$ cat config.mk
export PLATFORM = sky130hd
export DESIGN_NAME = checksum_frame_receive_reframe
export DESIGN_NICKNAME = d
export VERILOG_FILES = /design/src/sv/cfrr_pkg.sv /design/src/sv/cfrr_front.sv /design/src/sv/cfrr_desc_q.sv /design/src/sv/cfrr_back.sv /design/src/sv/checksum_frame_receive_reframe.sv
export SDC_FILE = /design/constraint.sdc
export NUM_CORES = 1
export LEC_CHECK = 0
export BUFFER_PORTS_ARGS = -buffer_cell sky130_fd_sc_hd__buf_2
export CAP_MARGIN = 10
export CORE_UTILIZATION = 30
export DETAILED_ROUTE_END_ITERATION = 8
export PLACE_DENSITY_LB_ADDON = 0.15
export REMOVE_ABC_BUFFERS = 1
export SKIP_CTS_REPAIR_TIMING = 1
export SYNTH_ARGS = -nofsm -noshare
export SYNTH_HDL_FRONTEND = slang
export SYNTH_HIERARCHICAL = 1
export SYNTH_SLANG_ARGS = --single-unit
$ cat constraint.sdc
create_clock -name clk_i -period 6.5 [get_ports clk_i]
set_input_delay 0.65 -clock clk_i [delete_from_list [all_inputs] [get_ports clk_i]]
set_output_delay 0.65 -clock clk_i [all_outputs]
set_load 0.1 [all_outputs]
$ cat src/sv/cfrr_pkg.sv
// Shared types and constants for the checksum frame receiver / re-framer.
// No dependencies; imported by every module of the block except cfrr_checker.
`default_nettype none

package cfrr_pkg;

  // Byte position inside a received frame that carries the route flag
  localparam int unsigned ROUTE_IDX = 13;
  // Bit of that byte that selects the wired link
  localparam int unsigned ROUTE_BIT = 7;
  // Reset value of both start-byte registers
  localparam logic [7:0] START_RESET = 8'hA5;

  // Configuration register indexes
  localparam logic CFG_IN_START  = 1'b0;
  localparam logic CFG_OUT_START = 1'b1;

  // Depth of the frame descriptor queue; also the number of frame slots
  localparam int unsigned DESC_DEPTH = 2;

  // One checked frame waiting to be emitted
  typedef struct packed {
    logic slot;   // frame buffer slot holding the frame
    logic route;  // route flag of the frame
  } desc_t;

  // Status of the emitter toward the top level
  typedef struct packed {
    logic busy;   // a frame slot is held by the emitter
  } bk_stat_t;

endpackage

`default_nettype wire

$ cat src/sv/cfrr_front.sv
// Receive side: start-byte hunt, frame capture into the frame buffer, checksum test.
// Depends on cfrr_pkg.
`default_nettype none

module cfrr_front
  import cfrr_pkg::*;
#(
  parameter int IN_LEN = 16,
  parameter int ADDR_W = 5
) (
  input  wire logic              clk_i,
  input  wire logic              rst_ni,
  input  wire logic [7:0]        rx_byte_i,
  input  wire logic              rx_valid_i,
  output logic                   rx_ready_o,
  input  wire logic              slot_free_i,
  input  wire logic [7:0]        in_start_i,
  output logic                   wr_en_o,
  output logic [ADDR_W-1:0]      wr_addr_o,
  output logic [7:0]             wr_data_o,
  output logic                   push_o,
  output desc_t                  push_desc_o
);

  localparam int POS_W = $clog2(IN_LEN);

  typedef enum logic [1:0] {
    FR_HUNT    = 2'b01,
    FR_COLLECT = 2'b10
  } fr_state_e;

  fr_state_e        state_q, state_d;
  logic [POS_W-1:0] pos_q, pos_d;
  logic [7:0]       sum_q, sum_d;
  logic             slot_q, slot_d;
  logic             route_q, route_d;
  logic             accept;
  logic             at_last;
  logic             pass;

  assign rx_ready_o = slot_free_i;
  assign accept     = rx_valid_i & rx_ready_o;
  assign at_last    = (pos_q == POS_W'(IN_LEN - 1));
  assign pass       = (rx_byte_i == sum_q);

  assign wr_en_o   = accept & ((state_q == FR_COLLECT) | (rx_byte_i == in_start_i));
  assign wr_addr_o = ADDR_W'(pos_q) + (slot_q ? ADDR_W'(IN_LEN) : '0);
  assign wr_data_o = rx_byte_i;

  assign push_o            = accept & (state_q == FR_COLLECT) & at_last & pass;
  assign push_desc_o.slot  = slot_q;
  assign push_desc_o.route = route_q;

  always_comb begin
    state_d = state_q;
    pos_d   = pos_q;
    sum_d   = sum_q;
    slot_d  = slot_q;
    route_d = route_q;
    case (state_q)
      FR_HUNT: begin
        if (accept && (rx_byte_i == in_start_i)) begin
          sum_d   = rx_byte_i;
          pos_d   = POS_W'(1);
          state_d = FR_COLLECT;
        end
      end
      FR_COLLECT: begin
        if (accept) begin
          if (at_last) begin
            // Frame complete: queue it on a match, drop it otherwise
            state_d = FR_HUNT;
            pos_d   = '0;
            sum_d   = '0;
            if (pass) begin
              slot_d = ~slot_q;
            end
          end else begin
            sum_d = sum_q + rx_byte_i;
            pos_d = pos_q + POS_W'(1);
            if (pos_q == POS_W'(ROUTE_IDX)) begin
              route_d = rx_byte_i[ROUTE_BIT];
            end
          end
        end
      end
      default: begin
        state_d = FR_HUNT;
        pos_d   = '0;
        sum_d   = '0;
      end
    endcase
  end

  always_ff @(posedge clk_i or negedge rst_ni) begin
    if (!rst_ni) begin
      state_q <= FR_HUNT;
      pos_q   <= '0;
      sum_q   <= '0;
      slot_q  <= 1'b0;
      route_q <= 1'b0;
    end else begin
      state_q <= state_d;
      pos_q   <= pos_d;
      sum_q   <= sum_d;
      slot_q  <= slot_d;
      route_q <= route_d;
    end
  end

endmodule

`default_nettype wire

$ cat src/sv/cfrr_desc_q.sv
// Two-entry queue of checked frame descriptors between receive and emit sides.
// Depends on cfrr_pkg.
`default_nettype none

module cfrr_desc_q
  import cfrr_pkg::*;
(
  input  wire logic  clk_i,
  input  wire logic  rst_ni,
  input  wire logic  push_i,
  input  wire desc_t desc_i,
  input  wire logic  pop_i,
  output logic       valid_o,
  output desc_t      head_o,
  output logic [1:0] count_o
);

  desc_t      ent_q [DESC_DEPTH];
  logic       wp_q, rp_q;
  logic [1:0] cnt_q;

  assign valid_o = (cnt_q != 2'd0);
  assign head_o  = ent_q[rp_q];
  assign count_o = cnt_q;

  always_ff @(posedge clk_i) begin
    if (push_i) begin
      ent_q[wp_q] <= desc_i;
    end
  end

  always_ff @(posedge clk_i or negedge rst_ni) begin
    if (!rst_ni) begin
      wp_q  <= 1'b0;
      rp_q  <= 1'b0;
      cnt_q <= 2'd0;
    end else begin
      if (push_i) begin
        wp_q <= ~wp_q;
      end
      if (pop_i) begin
        rp_q <= ~rp_q;
      end
      cnt_q <= cnt_q + 2'(push_i) - 2'(pop_i);
    end
  end

endmodule

`default_nettype wire

$ cat src/sv/cfrr_back.sv
// Emit side: walks one queued frame, reads the frame buffer, builds the output
// bytes and trailing sum, and buffers them in a two-entry output FIFO. Depends on cfrr_pkg.
`default_nettype none

module cfrr_back
  import cfrr_pkg::*;
#(
  parameter int IN_LEN  = 16,
  parameter int OUT_LEN = 15,
  parameter int ADDR_W  = 5
) (
  input  wire logic              clk_i,
  input  wire logic              rst_ni,
  input  wire logic              q_valid_i,
  input  wire desc_t             q_head_i,
  output logic                   q_pop_o,
  output bk_stat_t               stat_o,
  input  wire logic [7:0]        out_start_i,
  output logic                   rd_en_o,
  output logic [ADDR_W-1:0]      rd_addr_o,
  input  wire logic [7:0]        rd_data_i,
  output logic [7:0]             out_byte_o,
  output logic                   out_last_o,
  output logic                   route_wired_o,
  output logic                   out_valid_o,
  input  wire logic              out_ready_i
);

  localparam int K_W   = $clog2(OUT_LEN);
  localparam int IDX_W = $clog2(OUT_LEN + 1);
  localparam int AW    = ((IDX_W > ADDR_W) ? IDX_W : ADDR_W) + 1;

  typedef enum logic [1:0] {
    BK_IDLE = 2'b01,
    BK_EMIT = 2'b10
  } bk_state_e;

  bk_state_e       state_q;
  logic [K_W-1:0]  k_q;
  logic            slot_q;
  logic            route_q;

  logic            vb_q, firstb_q, lastb_q, zerob_q, routeb_q;
  logic [7:0]      sum_q;
  logic [7:0]      v;

  logic [7:0]      fb_byte_q  [2];
  logic            fb_last_q  [2];
  logic            fb_route_q [2];
  logic            fwp_q, frp_q;
  logic [1:0]      fcnt_q;

  logic            pop;
  logic            issue;
  logic            last_k;
  logic [IDX_W-1:0] idx;
  logic [AW-1:0]   full_addr;
  logic            in_rng;

  assign pop    = out_valid_o & out_ready_i;
  // Room for one more byte counting the read in flight and a pop this cycle
  assign issue  = (state_q == BK_EMIT) &&
                  ((3'(fcnt_q) + 3'(vb_q)) < (3'd2 + 3'(pop)));
  assign last_k = (k_q == K_W'(OUT_LEN - 1));
  assign idx    = IDX_W'(k_q) + IDX_W'(1);
  assign in_rng = (AW'(idx) < AW'(IN_LEN));
  assign full_addr = AW'(idx) + (slot_q ? AW'(IN_LEN) : '0);

  assign rd_en_o     = issue & in_rng;
  assign rd_addr_o   = ADDR_W'(full_addr);
  assign q_pop_o     = (state_q == BK_IDLE) & q_valid_i;
  assign stat_o.busy = (state_q == BK_EMIT);

  always_ff @(posedge clk_i or negedge rst_ni) begin
    if (!rst_ni) begin
      state_q <= BK_IDLE;
      k_q     <= '0;
      slot_q  <= 1'b0;
      route_q <= 1'b0;
    end else begin
      case (state_q)
        BK_IDLE: begin
          if (q_valid_i) begin
            state_q <= BK_EMIT;
            k_q     <= '0;
            slot_q  <= q_head_i.slot;
            route_q <= q_head_i.route;
          end
        end
        BK_EMIT: begin
          if (issue) begin
            k_q <= k_q + K_W'(1);
            if (last_k) begin
              state_q <= BK_IDLE;
            end
          end
        end
        default: state_q <= BK_IDLE;
      endcase
    end
  end

  // Byte stage: read data is valid in the cycle after issue
  always_ff @(posedge clk_i or negedge rst_ni) begin
    if (!rst_ni) begin
      vb_q <= 1'b0;
    end else begin
      vb_q <= issue;
    end
  end

  always_ff @(posedge clk_i) begin
    if (issue) begin
      firstb_q <= (k_q == '0);
      lastb_q  <= last_k;
      zerob_q  <= ~in_rng;
      routeb_q <= route_q;
    end
  end

  always_comb begin
    if (firstb_q) begin
      v = out_start_i;
    end else if (lastb_q) begin
      v = sum_q;
    end else if (zerob_q) begin
      v = 8'd0;
    end else begin
      v = rd_data_i;
    end
  end

  always_ff @(posedge clk_i or negedge rst_ni) begin
    if (!rst_ni) begin
      sum_q <= '0;
    end else if (vb_q) begin
      sum_q <= firstb_q ? v : (sum_q + v);
    end
  end

  // Output FIFO
  always_ff @(posedge clk_i) begin
    if (vb_q) begin
      fb_byte_q[fwp_q]  <= v;
      fb_last_q[fwp_q]  <= lastb_q;
      fb_route_q[fwp_q] <= routeb_q;
    end
  end

  always_ff @(posedge clk_i or negedge rst_ni) begin
    if (!rst_ni) begin
      fwp_q  <= 1'b0;
      frp_q  <= 1'b0;
      fcnt_q <= 2'd0;
    end else begin
      if (vb_q) begin
        fwp_q <= ~fwp_q;
      end
      if (pop) begin
        frp_q <= ~frp_q;
      end
      fcnt_q <= fcnt_q + 2'(vb_q) - 2'(pop);
    end
  end

  assign out_valid_o   = (fcnt_q != 2'd0);
  assign out_byte_o    = fb_byte_q[frp_q];
  assign out_last_o    = fb_last_q[frp_q];
  assign route_wired_o = fb_route_q[frp_q];

endmodule

`default_nettype wire

$ cat src/sv/checksum_frame_receive_reframe.sv
// Fixed-length frame receiver with additive checksum and re-framer, top level.
// Intake: one byte per cycle while a frame buffer slot is free; two slots alternate.
// Path: a passing frame is queued, popped by the idle emitter, read, then buffered.
// Output: one byte per cycle from the emitter while out_ready_i is high, pausing between
//   frames for the emitter's idle state that pops the next frame descriptor.
// Reset (rst_ni low, asynchronous): hunting, queues empty, start bytes 0xA5.
`default_nettype none

module checksum_frame_receive_reframe
  import cfrr_pkg::*;
#(
  parameter int IN_LEN  = 16,
  parameter int OUT_LEN = 15
) (
  input  wire logic       clk_i,
  input  wire logic       rst_ni,
  // receive channel
  input  wire logic [7:0] rx_byte_i,
  input  wire logic       rx_valid_i,
  output logic            rx_ready_o,
  // re-framed output channel
  output logic [7:0]      out_byte_o,
  output logic            out_last_o,
  output logic            route_wired_o,
  output logic            out_valid_o,
  input  wire logic       out_ready_i,
  // configuration write port
  input  wire logic       cfg_we_i,
  input  wire logic       cfg_idx_i,
  input  wire logic [7:0] cfg_wdata_i
);

  // Two frame slots of IN_LEN bytes each
  localparam int ADDR_W = $clog2(2 * IN_LEN);
  localparam int DEPTH  = 2 * IN_LEN;

  logic [7:0]        in_start_q, out_start_q;

  logic              wr_en;
  logic [ADDR_W-1:0] wr_addr;
  logic [7:0]        wr_data;
  logic              rd_en;
  logic [ADDR_W-1:0] rd_addr;
  logic [7:0]        rd_data_q;
  logic [7:0]        frame_mem [DEPTH];

  logic              push;
  desc_t             push_desc;
  logic              q_pop;
  logic              q_valid;
  desc_t             q_head;
  logic [1:0]        q_count;
  bk_stat_t          bk_stat;
  logic              slot_free;

  // Configuration registers; a write takes effect at the next edge
  always_ff @(posedge clk_i or negedge rst_ni) begin
    if (!rst_ni) begin
      in_start_q  <= START_RESET;
      out_start_q <= START_RESET;
    end else if (cfg_we_i) begin
      case (cfg_idx_i)
        CFG_IN_START:  in_start_q  <= cfg_wdata_i;
        CFG_OUT_START: out_start_q <= cfg_wdata_i;
        default: ;
      endcase
    end
  end

  // A slot is held from descriptor push until the emitter's last read;
  // the receiver may fill its current slot only while fewer than two are held
  assign slot_free = (q_count + 2'(bk_stat.busy)) < 2'd2;

  // Frame buffer: one write port from the receiver, one registered read port
  // for the emitter
  always_ff @(posedge clk_i) begin
    if (wr_en) begin
      frame_mem[wr_addr] <= wr_data;
    end
    if (rd_en) begin
      rd_data_q <= frame_mem[rd_addr];
    end
  end

  cfrr_front #(
    .IN_LEN (IN_LEN),
    .ADDR_W (ADDR_W)
  ) u_front (
    .clk_i       (clk_i),
    .rst_ni      (rst_ni),
    .rx_byte_i   (rx_byte_i),
    .rx_valid_i  (rx_valid_i),
    .rx_ready_o  (rx_ready_o),
    .slot_free_i (slot_free),
    .in_start_i  (in_start_q),
    .wr_en_o     (wr_en),
    .wr_addr_o   (wr_addr),
    .wr_data_o   (wr_data),
    .push_o      (push),
    .push_desc_o (push_desc)
  );

  cfrr_desc_q u_desc_q (
    .clk_i   (clk_i),
    .rst_ni  (rst_ni),
    .push_i  (push),
    .desc_i  (push_desc),
    .pop_i   (q_pop),
    .valid_o (q_valid),
    .head_o  (q_head),
    .count_o (q_count)
  );

  cfrr_back #(
    .IN_LEN  (IN_LEN),
    .OUT_LEN (OUT_LEN),
    .ADDR_W  (ADDR_W)
  ) u_back (
    .clk_i         (clk_i),
    .rst_ni        (rst_ni),
    .q_valid_i     (q_valid),
    .q_head_i      (q_head),
    .q_pop_o       (q_pop),
    .stat_o        (bk_stat),
    .out_start_i   (out_start_q),
    .rd_en_o       (rd_en),
    .rd_addr_o     (rd_addr),
    .rd_data_i     (rd_data_q),
    .out_byte_o    (out_byte_o),
    .out_last_o    (out_last_o),
    .route_wired_o (route_wired_o),
    .out_valid_o   (out_valid_o),
    .out_ready_i   (out_ready_i)
  );

endmodule

`default_nettype wire

Word-level counts from Yosys, hierarchy flattened
Memories as Yosys holds them, arrays and structs flattened. A register that Yosys moved wholly into a read port is not among the register bits.
Index checks and enable logic that the tools add are counted.
{"block": "classes", "addsub": 13, "order_cmp": 2, "n_eq_ne": 15, "muxes": 30, "bitwise": 15, "n_reduce_logical": 16}
{"op": "$mux W8", "n": 6}
{"op": "$mux W4", "n": 5}
{"op": "$add A8 B8 Y8", "n": 2}
{"op": "$eq A8 B8 Y1", "n": 2}
{"op": "$pmux W4 S2", "n": 2}
{"op": "$pmux W8 S2", "n": 1}
{"op": "$eq A4 B4 Y1 const B", "n": 3}
{"op": "$mux W2", "n": 6}
{"op": "$ne A2 B1 Y1 const B", "n": 6}
{"op": "$add A4 B5 Y5", "n": 2}
{"op": "$mux W5", "n": 2}
{"op": "$reduce_and A3 Y1", "n": 3}
{"op": "$add A4 B1 Y4 const B", "n": 2}
{"op": "$pmux W2 S2", "n": 2}
{"op": "$reduce_and A2 Y1", "n": 4}
{"op": "$reduce_and A4 Y1", "n": 2}
{"op": "$and A1 B1 Y1", "n": 7}
{"op": "$not A1 Y1", "n": 7}
{"op": "$add A2 B1 Y2", "n": 3}
{"op": "$mux W1", "n": 6}
{"op": "$reduce_bool A2 Y1", "n": 3}
{"op": "$eq A2 B1 Y1 const B", "n": 2}
{"op": "$eq A2 B2 Y1 const B", "n": 2}
{"op": "$logic_not A4 Y1", "n": 1}
{"op": "8 further kinds", "n": 10}
{"block": "totals", "register_bits": 58, "ramBits": 280, "input_bits": 22, "output_inout_bits": 12, "wordCells": 116, "mem_count": 5}
{"memory": "frame_mem", "words": 32, "width": 8, "read_ports": 1, "rd_clocked_by_memory_dff": 1, "wr": 1, "line_no": "checksum_frame_receive_reframe.sv:45", "text": "logic [7:0] frame_mem [DEPTH];"}
{"memory": "u_back.fb_byte_q", "words": 2, "width": 8, "read_ports": 1, "rd_clocked_by_memory_dff": 0, "wr": 1, "line_no": "cfrr_back.sv:47", "text": "logic [7:0] fb_byte_q [2];"}
{"memory": "u_desc_q.ent_q", "words": 2, "width": 2, "read_ports": 1, "rd_clocked_by_memory_dff": 1, "wr": 1, "line_no": "cfrr_desc_q.sv:18", "text": "desc_t ent_q [DESC_DEPTH];"}
{"memory": "u_back.fb_last_q", "words": 2, "width": 1, "read_ports": 1, "rd_clocked_by_memory_dff": 0, "wr": 1, "line_no": "cfrr_back.sv:48", "text": "logic fb_last_q [2];"}
{"memory": "u_back.fb_route_q", "words": 2, "width": 1, "read_ports": 1, "rd_clocked_by_memory_dff": 0, "wr": 1, "line_no": "cfrr_back.sv:49", "text": "logic fb_route_q [2];"}

Logic depth before layout (Yosys ltp)
Gate-level depths: netlist of run 1.
{"block": "logic_depth", "word_depth": 9, "depth_mapped": 12, "ltp_nobuf": 10}

Hierarchy
Netlist of run 1, hierarchy kept.
{"mod": "checksum_frame_receive_reframe", "instances": 1, "cells_each": 454, "area_per_inst_um2": 10750.3}
{"mod": "cfrr_back", "instances": 1, "cells_each": 206, "area_per_inst_um2": 2323.5}
{"mod": "cfrr_front", "instances": 1, "cells_each": 148, "area_per_inst_um2": 1311.3}
{"mod": "cfrr_desc_q", "instances": 1, "cells_each": 20, "area_per_inst_um2": 335.3}

Least setup slack after synthesis of run 1
Ideal clock, no wire load.
{"block": "synth_path", "kind": "register -> register", "from": "register u_back.k_q[0]", "to": "register rd_data_q[0] (read register of frame_mem), data pin", "arrival_ps": 2481, "t_required_ps": 6240, "slack_ps": 3760, "stages_incl_launch_ff": 9, "period_less_slack_ps": 2740, "path_cell_list": "dfrtp_1 ha_1 nand2b_1 nand2_1 clkbuf_1 clkbuf_1 mux4_2 mux4_2 mux2_2"}
{"block": "synth_via", "elab_chain_len": 2}
{"element": "start: declaration", "line_no": "cfrr_back.sv:39", "text": "logic [K_W-1:0] k_q;"}
{"element": "start signal: assignment", "line_no": "cfrr_back.sv:92", "text": "k_q <= k_q + K_W'(1);"}
{"element": "$add A4 B1 Y4", "line_no": "cfrr_back.sv:65", "text": "assign idx = IDX_W'(k_q) + IDX_W'(1);"}
{"element": "$add A4 B5 Y5", "line_no": "cfrr_back.sv:67", "text": "assign full_addr = AW'(idx) + (slot_q ? AW'(IN_LEN) : '0);"}
{"element": "named net rd_addr[2]", "line_no": "checksum_frame_receive_reframe.sv:43", "text": "logic [ADDR_W-1:0] rd_addr;"}
{"element": "end: declaration", "line_no": "checksum_frame_receive_reframe.sv:44", "text": "logic [7:0] rd_data_q;"}
The timed path passes the listed nets, and every way through them passes these cells.
A chain may end at the register's enable or synchronous reset.

Worst setup path in the final report of run 1
{"block": "layout_path", "from": "register u_back.k_q[0]", "to": "register rd_data_q[7] (read register of frame_mem), data pin"}
Same word-level chain as after synthesis.

==> flow_summary.yaml, run 1 <==
cells_and_area:
  stdcell_area_um2: 16860
  final_nets: 923
  syn_to_final_growth_pct: 14.56
  diodes: 0
  final_cell_mix: "edfxtp_1, mux4_2, dfrtp_1"
  layout_commonest_cell: "edfxtp_1"
  drive_above_1_share: 0.2761
setup_path:
  critPathTopFamily: "multiplexers"
  required_ps: 6790
  reg2reg_depth: 5
  crit_type: "register to register"
  r2r_start: "u_back/k_q[0]"
  r2r_slack_ps: 3030
  crit_cells: 5
  start_kind: "register"
  worstSetupEndpointType: "register"
  path_common_cell: "mux4_2"
  cp_data_arrival_time_ps: 3760
  max_stage_delay_ps: 630
  critPathBufInv: 2
  crit_chain: "inv_4, buf_4, mux4_2, mux4_2, mux2_2"
  r2r-end: "rd_data_q[7]"
  critPathSlowestCell: "inv_4"
  worstPathMaxFanout: 44
route:
  wl_per_cell_um: 22.04
  drc: 0
  antenna_left: 0
  drt_iter0_drc: 385
  wirelength_um: 33430
  first_pass_iters: 4
  vias_per_cell: 4.769
  vias: 7234
clock_tree:
  cts_root_buf: "clkbuf_16"
  cts_buffer_depth: 3
  htreeDepth: 2
  numCtsBuffers: 41
  insertion_delay_ps: 560
  cts_tree: "done"
  cts.reportedPaths.clkPinSlew_ps: 60
  cts.sinks: 348
timing:
  clock_skew_ps: 19.67
  slew_headroom: 0.2796
  rsz0062_at_grt: "false"
  setup_violations: 0
  setup_ws_ps: 3026
  fmaxAchievable_mhz: 287.9
  tightest_slew_ps: 1081
  maxSlewViolCount: 0
  min_period_over_period: 0.5345
  fin_setup_tns_ps: 0
  hold_viol: 0
  period_needed_ps: 3474
power_and_ir_drop:
  ir_drop_mv: 0.1937
  leakagePower_nw: 5.704
  power.density_nw_per_um2: 410.4
floorplan:
  die_h_um: 223.5
  io_pins: 34
  fp.dieArea_um2: 49960
  coreArea_um2: 48050
  start_util: 0.3064
  die_w_um: 223.5
  num_rows: 80
synthesis:
  synthArstFlopShare: 0.1638
  syn_avg_cell_area_um2: 17.78
  ys_seq_area_frac: 0.6914
  synth_seq_cells: 348
  netlist_instances: 828
  yosys_warnings: 6
  synth_edf_count: 291
  synth_area_um2: 14720
  synth_flop_cell: "edfxtp_1"
  synth_cell_types: 56
placement:
  place_area_um2: 15500
  port_buffers: 33
  place.gp.congestion: 0.7405
  dp.final_hpwl_um: 21390
  preCtsSetupSlack_ps: 2658
job:
  maxCapViolCount: 0
hold_path:
  hold_path_class: "primary input to asynchronous set/reset pin"
global_route:
  grt_start_max_net_pins: 65
  grt_pass1_wl_um: 50510
  grt_overflow: 0
  grt_pass1_vias: 7641
  antenna_found_initial: 1
  track_usage: 0.1377
status:
  outcome: "finished, final reports clean"
[worst register-to-register path: stages (launching register included)]
cell and delay (ps):
dfrtp_1 440, inv_4 630, buf_4 610, mux4_2 670, mux4_2 560, mux2_2 310
[cells in the mapped netlist (10+ instances only)]
library cell	instances	area, µm²
nand2_1	37	138.9
ha_1	27	337.8
o21ai_0	31	155.2
xor2_1	16	140.1
dfrtp_1	47	1176
mux2_2	38	427.9
edfxtp_1	291	8738
nor2_1	44	165.2
nand3_1	16	80.08
clkbuf_1	10	37.54
dfstp_2	10	262.8
a21oi_1	17	85.08
buf_4	19	142.6
inv_1	24	90.09
mux4_2	80	1802
[power breakdown]
| part | switching (mW) | internal (mW) | total [mW] |
|---|---|---|---|
| Sequential | 0.130 | 2.62 | 2.75 |
| Clock | 0.913 | 1.41 | 2.33 |
| Combinational | 1.10 | 0.744 | 1.85 |
[worst max path at each step]
stage                        startpoint               end  slack (ps)
after floorplan           u_back/k_q[0]      rd_data_q[0]        1890
after global placement     rx_byte_i[1]   frame_mem[8][2]        2750
after detailed placement   rx_byte_i[1]  frame_mem[12][2]        2660
after CTS                 u_back/k_q[0]      rd_data_q[2]        2900
after global routing      u_back/k_q[0]      rd_data_q[2]        2730
final                     u_back/k_q[0]      rd_data_q[7]        3030
[state kept, by name (all words and copies together) (netlist names), 4 cells and up]
| register | count |
|---|---|
| u_desc_q/ent_q | 4 |
| frame_mem | 256 |
| rd_data_q | 8 |
| in_start_q | 8 |
| u_front/pos_q | 4 |
| out_start_q | 8 |
| u_back/k_q | 4 |
| u_back/fb_byte_q | 16 |
| u_front/sum_q | 8 |
| u_back/sum_q | 8 |
[per-layer routing]
metal  up-vias  GRT usage  routed length, µm  part of all wire
li1       3331          -                  -                 -
met1      3727     0.1859              15480              0.46
met2       140     0.2212              15870              0.47
met3        36    0.03055               1447             0.043
met4         0    0.04176                632             0.019
met5         -          0                  0                 0
[kinds of logic (layout without fill, tap and decap cells)]
| logic type | after synthesis | count (layout) | share of synthesized area |
|---|---|---|---|
| DFF | 348 | 348 | 0.6914 |
| and+or+nand+nor | 149 | 149 | 0.05091 |
| muxes | 127 | 127 | 0.1576 |
| AOI/OAI and AO/OA | 83 | 83 | 0.03536 |
| buffers and inverters | 67 | 141 | 0.02320 |
| adders and majority gates | 29 | 29 | 0.02567 |
| xor gates and xnor gates | 25 | 25 | 0.01589 |
[metrics by stage]
stage | std cells | utilization | total power [mW] | hold WS (ps)
after floorplan | 785 | - | 4.152 | 354.4
after global placement | 1444 | 0.3226 | 4.684 | 444.2
after detailed placement | 1444 | 0.3226 | 4.693 | 458.6
after CTS | 1517 | 0.3510 | 7.047 | 279.4
after global routing | 1517 | 0.3510 | 7.275 | 314.3
final | 1517 | 0.3510 | 6.920 | 254.1
[final cells by class]
| type | count | area, µm² |
|---|---|---|
| multi-input combinational | 413 | 4212 |
| timing repair buffer | 44 | 247.7 |
| clock buffer | 49 | 1107 |
| inverter | 24 | 92.59 |
| sequential | 348 | 10180 |
| tap | 615 | 769.5 |
| clock inverter | 24 | 257.7 |
| fill | 4527 | 31180 |
Note: power is estimated with default switching activity, not from simulation.
==> run 2: changes to the inputs <==
==> constraint.sdc (replaced) <==
create_clock -name clk_i -period 3.1 [get_ports clk_i]
set_input_delay 0.31 -clock clk_i [delete_from_list [all_inputs] [get_ports clk_i]]
set_output_delay 0.31 -clock clk_i [all_outputs]
set_load 0.1 [all_outputs]
==> run 2 against run 1 <==
Net effect:
- the flow now finishes with violations (hold timing)
- wire length increased by 7.3%
- hold slack got worse by 310 ps
- cell count grew 3.4%
- count of clock-buffer cells in the layout rose by 4
- first-iteration DRC count grew 55%
- via count is 5.4% higher
- sequential share of layout area is 1.3 points lower
==> flow_summary.yaml, run 2 (synthesized netlist as in run 1, its figures left out) <==
status:
  outcome: "complete, but fails checks"
  failed_checks: "hold timing"
route:
  vias: 7627
  drt_iter0_drc: 598
  wl_per_cell_um: 22.86
  wirelength_um: 35860
  drc: 0
  antenna_left: 0
  first_pass_iters: 5
  vias_per_cell: 4.861
timing:
  maxSlewViolCount: 0
  period_needed_ps: 2792
  rsz0062_at_grt: "false"
  slew_headroom: 0.3701
  tightest_slew_ps: 942.9
  setup_violations: 0
  fin_setup_tns_ps: 0
  hold_ws_ps: -60.33
  setup_ws_ps: 308.4
  fmaxAchievable_mhz: 358.2
  hold_viol: 47
  min_period_over_period: 0.9005
  clock_skew_ps: 25.27
floorplan:
  coreArea_um2: 48050
  io_pins: 34
  fp.dieArea_um2: 49960
  die_h_um: 223.5
  start_util: 0.3064
  num_rows: 80
  die_w_um: 223.5
power_and_ir_drop:
  power.density_nw_per_um2: 832.4
  combinationalPowerShare: 0.274
  ir_drop_mv: 0.4247
  leakagePower_nw: 5.978
  clock_power_share: 0.325
  power.switching_mw: 4.406
  p_int_mw: 9.947
  netSwitchingFraction: 0.3070
  p_seq_frac: 0.401
global_route:
  antenna_found_initial: 1
  grt_pass1_wl_um: 53710
  track_usage: 0.1488
  grt_start_max_net_pins: 58
  grt_pass1_vias: 7969
  grt_overflow: 0
setup_path:
  required_ps: 3350
  reg2reg_depth: 10
  r2r-end: "frame_mem[28][7]"
  r2r_start: "u_back/state_q[0]"
  r2r_slack_ps: 310
  crit_type: "register to register"
  critPathSlowestCell: "or3b_2"
  worstPathMaxFanout: 8
  max_stage_delay_ps: 640
  path_common_cell: "nand2_1"
  worstSetupEndpointType: "register"
  startpoint: "u_back/state_q[0]"
  start_kind: "register"
  crit_chain: "nor2b_2, nand2_1, xor2_1, nand2_1, nor2_1, nand3_1, nand2_1, or3b_2, nor2_1, buf_4"
  cp_data_arrival_time_ps: 3040
cells_and_area:
  stdcell_area_um2: 17240
  multi_input_area_um2: 4212
  final_nets: 976
  final_cell_mix: "edfxtp_1, mux4_2, buf_4"
  regArea_um2: 10180
  top_regs: "frame_mem: 256 flops, u_back/fb_byte_q: 16 flops"
  fill_cells: 4506
  syn_to_final_growth_pct: 17.14
  largest_register_ffs: 256
  layout_commonest_cell: "edfxtp_1"
  diodes: 0
  drive_above_1_share: 0.3103
  largest_register: "frame_mem"
clock_tree:
  numCtsBuffers: 41
  cts.reportedPaths.clkPinSlew_ps: 60
  htreeDepth: 2
  cts.sinks: 348
  cts_root_buf: "clkbuf_16"
  insertion_delay_ps: 560
  cts_tree: "done"
  cts_buffer_depth: 3
job:
  maxCapViolCount: 0
placement:
  place.gp.congestion: 0.7634
  dp.final_hpwl_um: 24020
  preCtsSetupSlack_ps: 267.8
  place_area_um2: 15960
  port_buffers: 33
hold_path:
  hold_path_class: "primary input to asynchronous set/reset pin"
-- run 2: worst max path at each step --
stage / to / slack, ps / depth (start not counted)
6_report: frame_mem[28][7] / 310 / 10
5_1_grt: frame_mem[28][7] / 70 / 10
4_1_cts: frame_mem[28][7] / 220 / 10
3_5_place_dp: frame_mem[28][2] / 270 / 10
3_3_place_gp: frame_mem[8][0] / 290 / 10
2_1_floorplan: rd_data_q[0] / -1510 / 4
-- run 2: power by group through the flow --
stage               Combinational [mW]  Clock [mW]  Sequential [mW]
global route                      4.33        4.98             5.79
finish                            3.94        4.66             5.76
detailed placement                4.02           0             5.85
global placement                  4.00           0             5.85
floorplan                         2.90           0             5.81
CTS                               4.03        4.83             5.76
-- run 2: cell type report --
type                    instances  area share
flip-flops and latches        348      0.5902
inverters                      24    0.005369
clock inverters                19     0.01125
repair buffers                 97     0.04107
well taps                     615     0.04462
clock buffers                  53     0.06327
multi-input cells             413      0.2442
-- run 2: worst max-delay path: cells and delay by family, from the launching register on --
family,cells,cell delay (ps)
simple gates,8,1500
xor+xnor,1,260
buf+inv,1,190
flops,1,530
-- run 2: layer usage --
metal / part of all wire / up-vias / global-route usage
met5: 0 / - / 0
met4: 0.020 / 0 / 0.03889
met3: 0.044 / 51 / 0.03306
met2: 0.47 / 141 / 0.2363
met1: 0.47 / 3999 / 0.2058
li1: - / 3436 / -
-- run 2: per-stage QoR --
stage	cells	power, mW	utilization
after floorplan	785	8.705	-
after global placement	1497	9.847	0.3321
after detailed placement	1497	9.868	0.3321
after CTS	1569	14.62	0.3589
after global routing	1569	15.10	0.3589
final	1569	14.35	0.3589
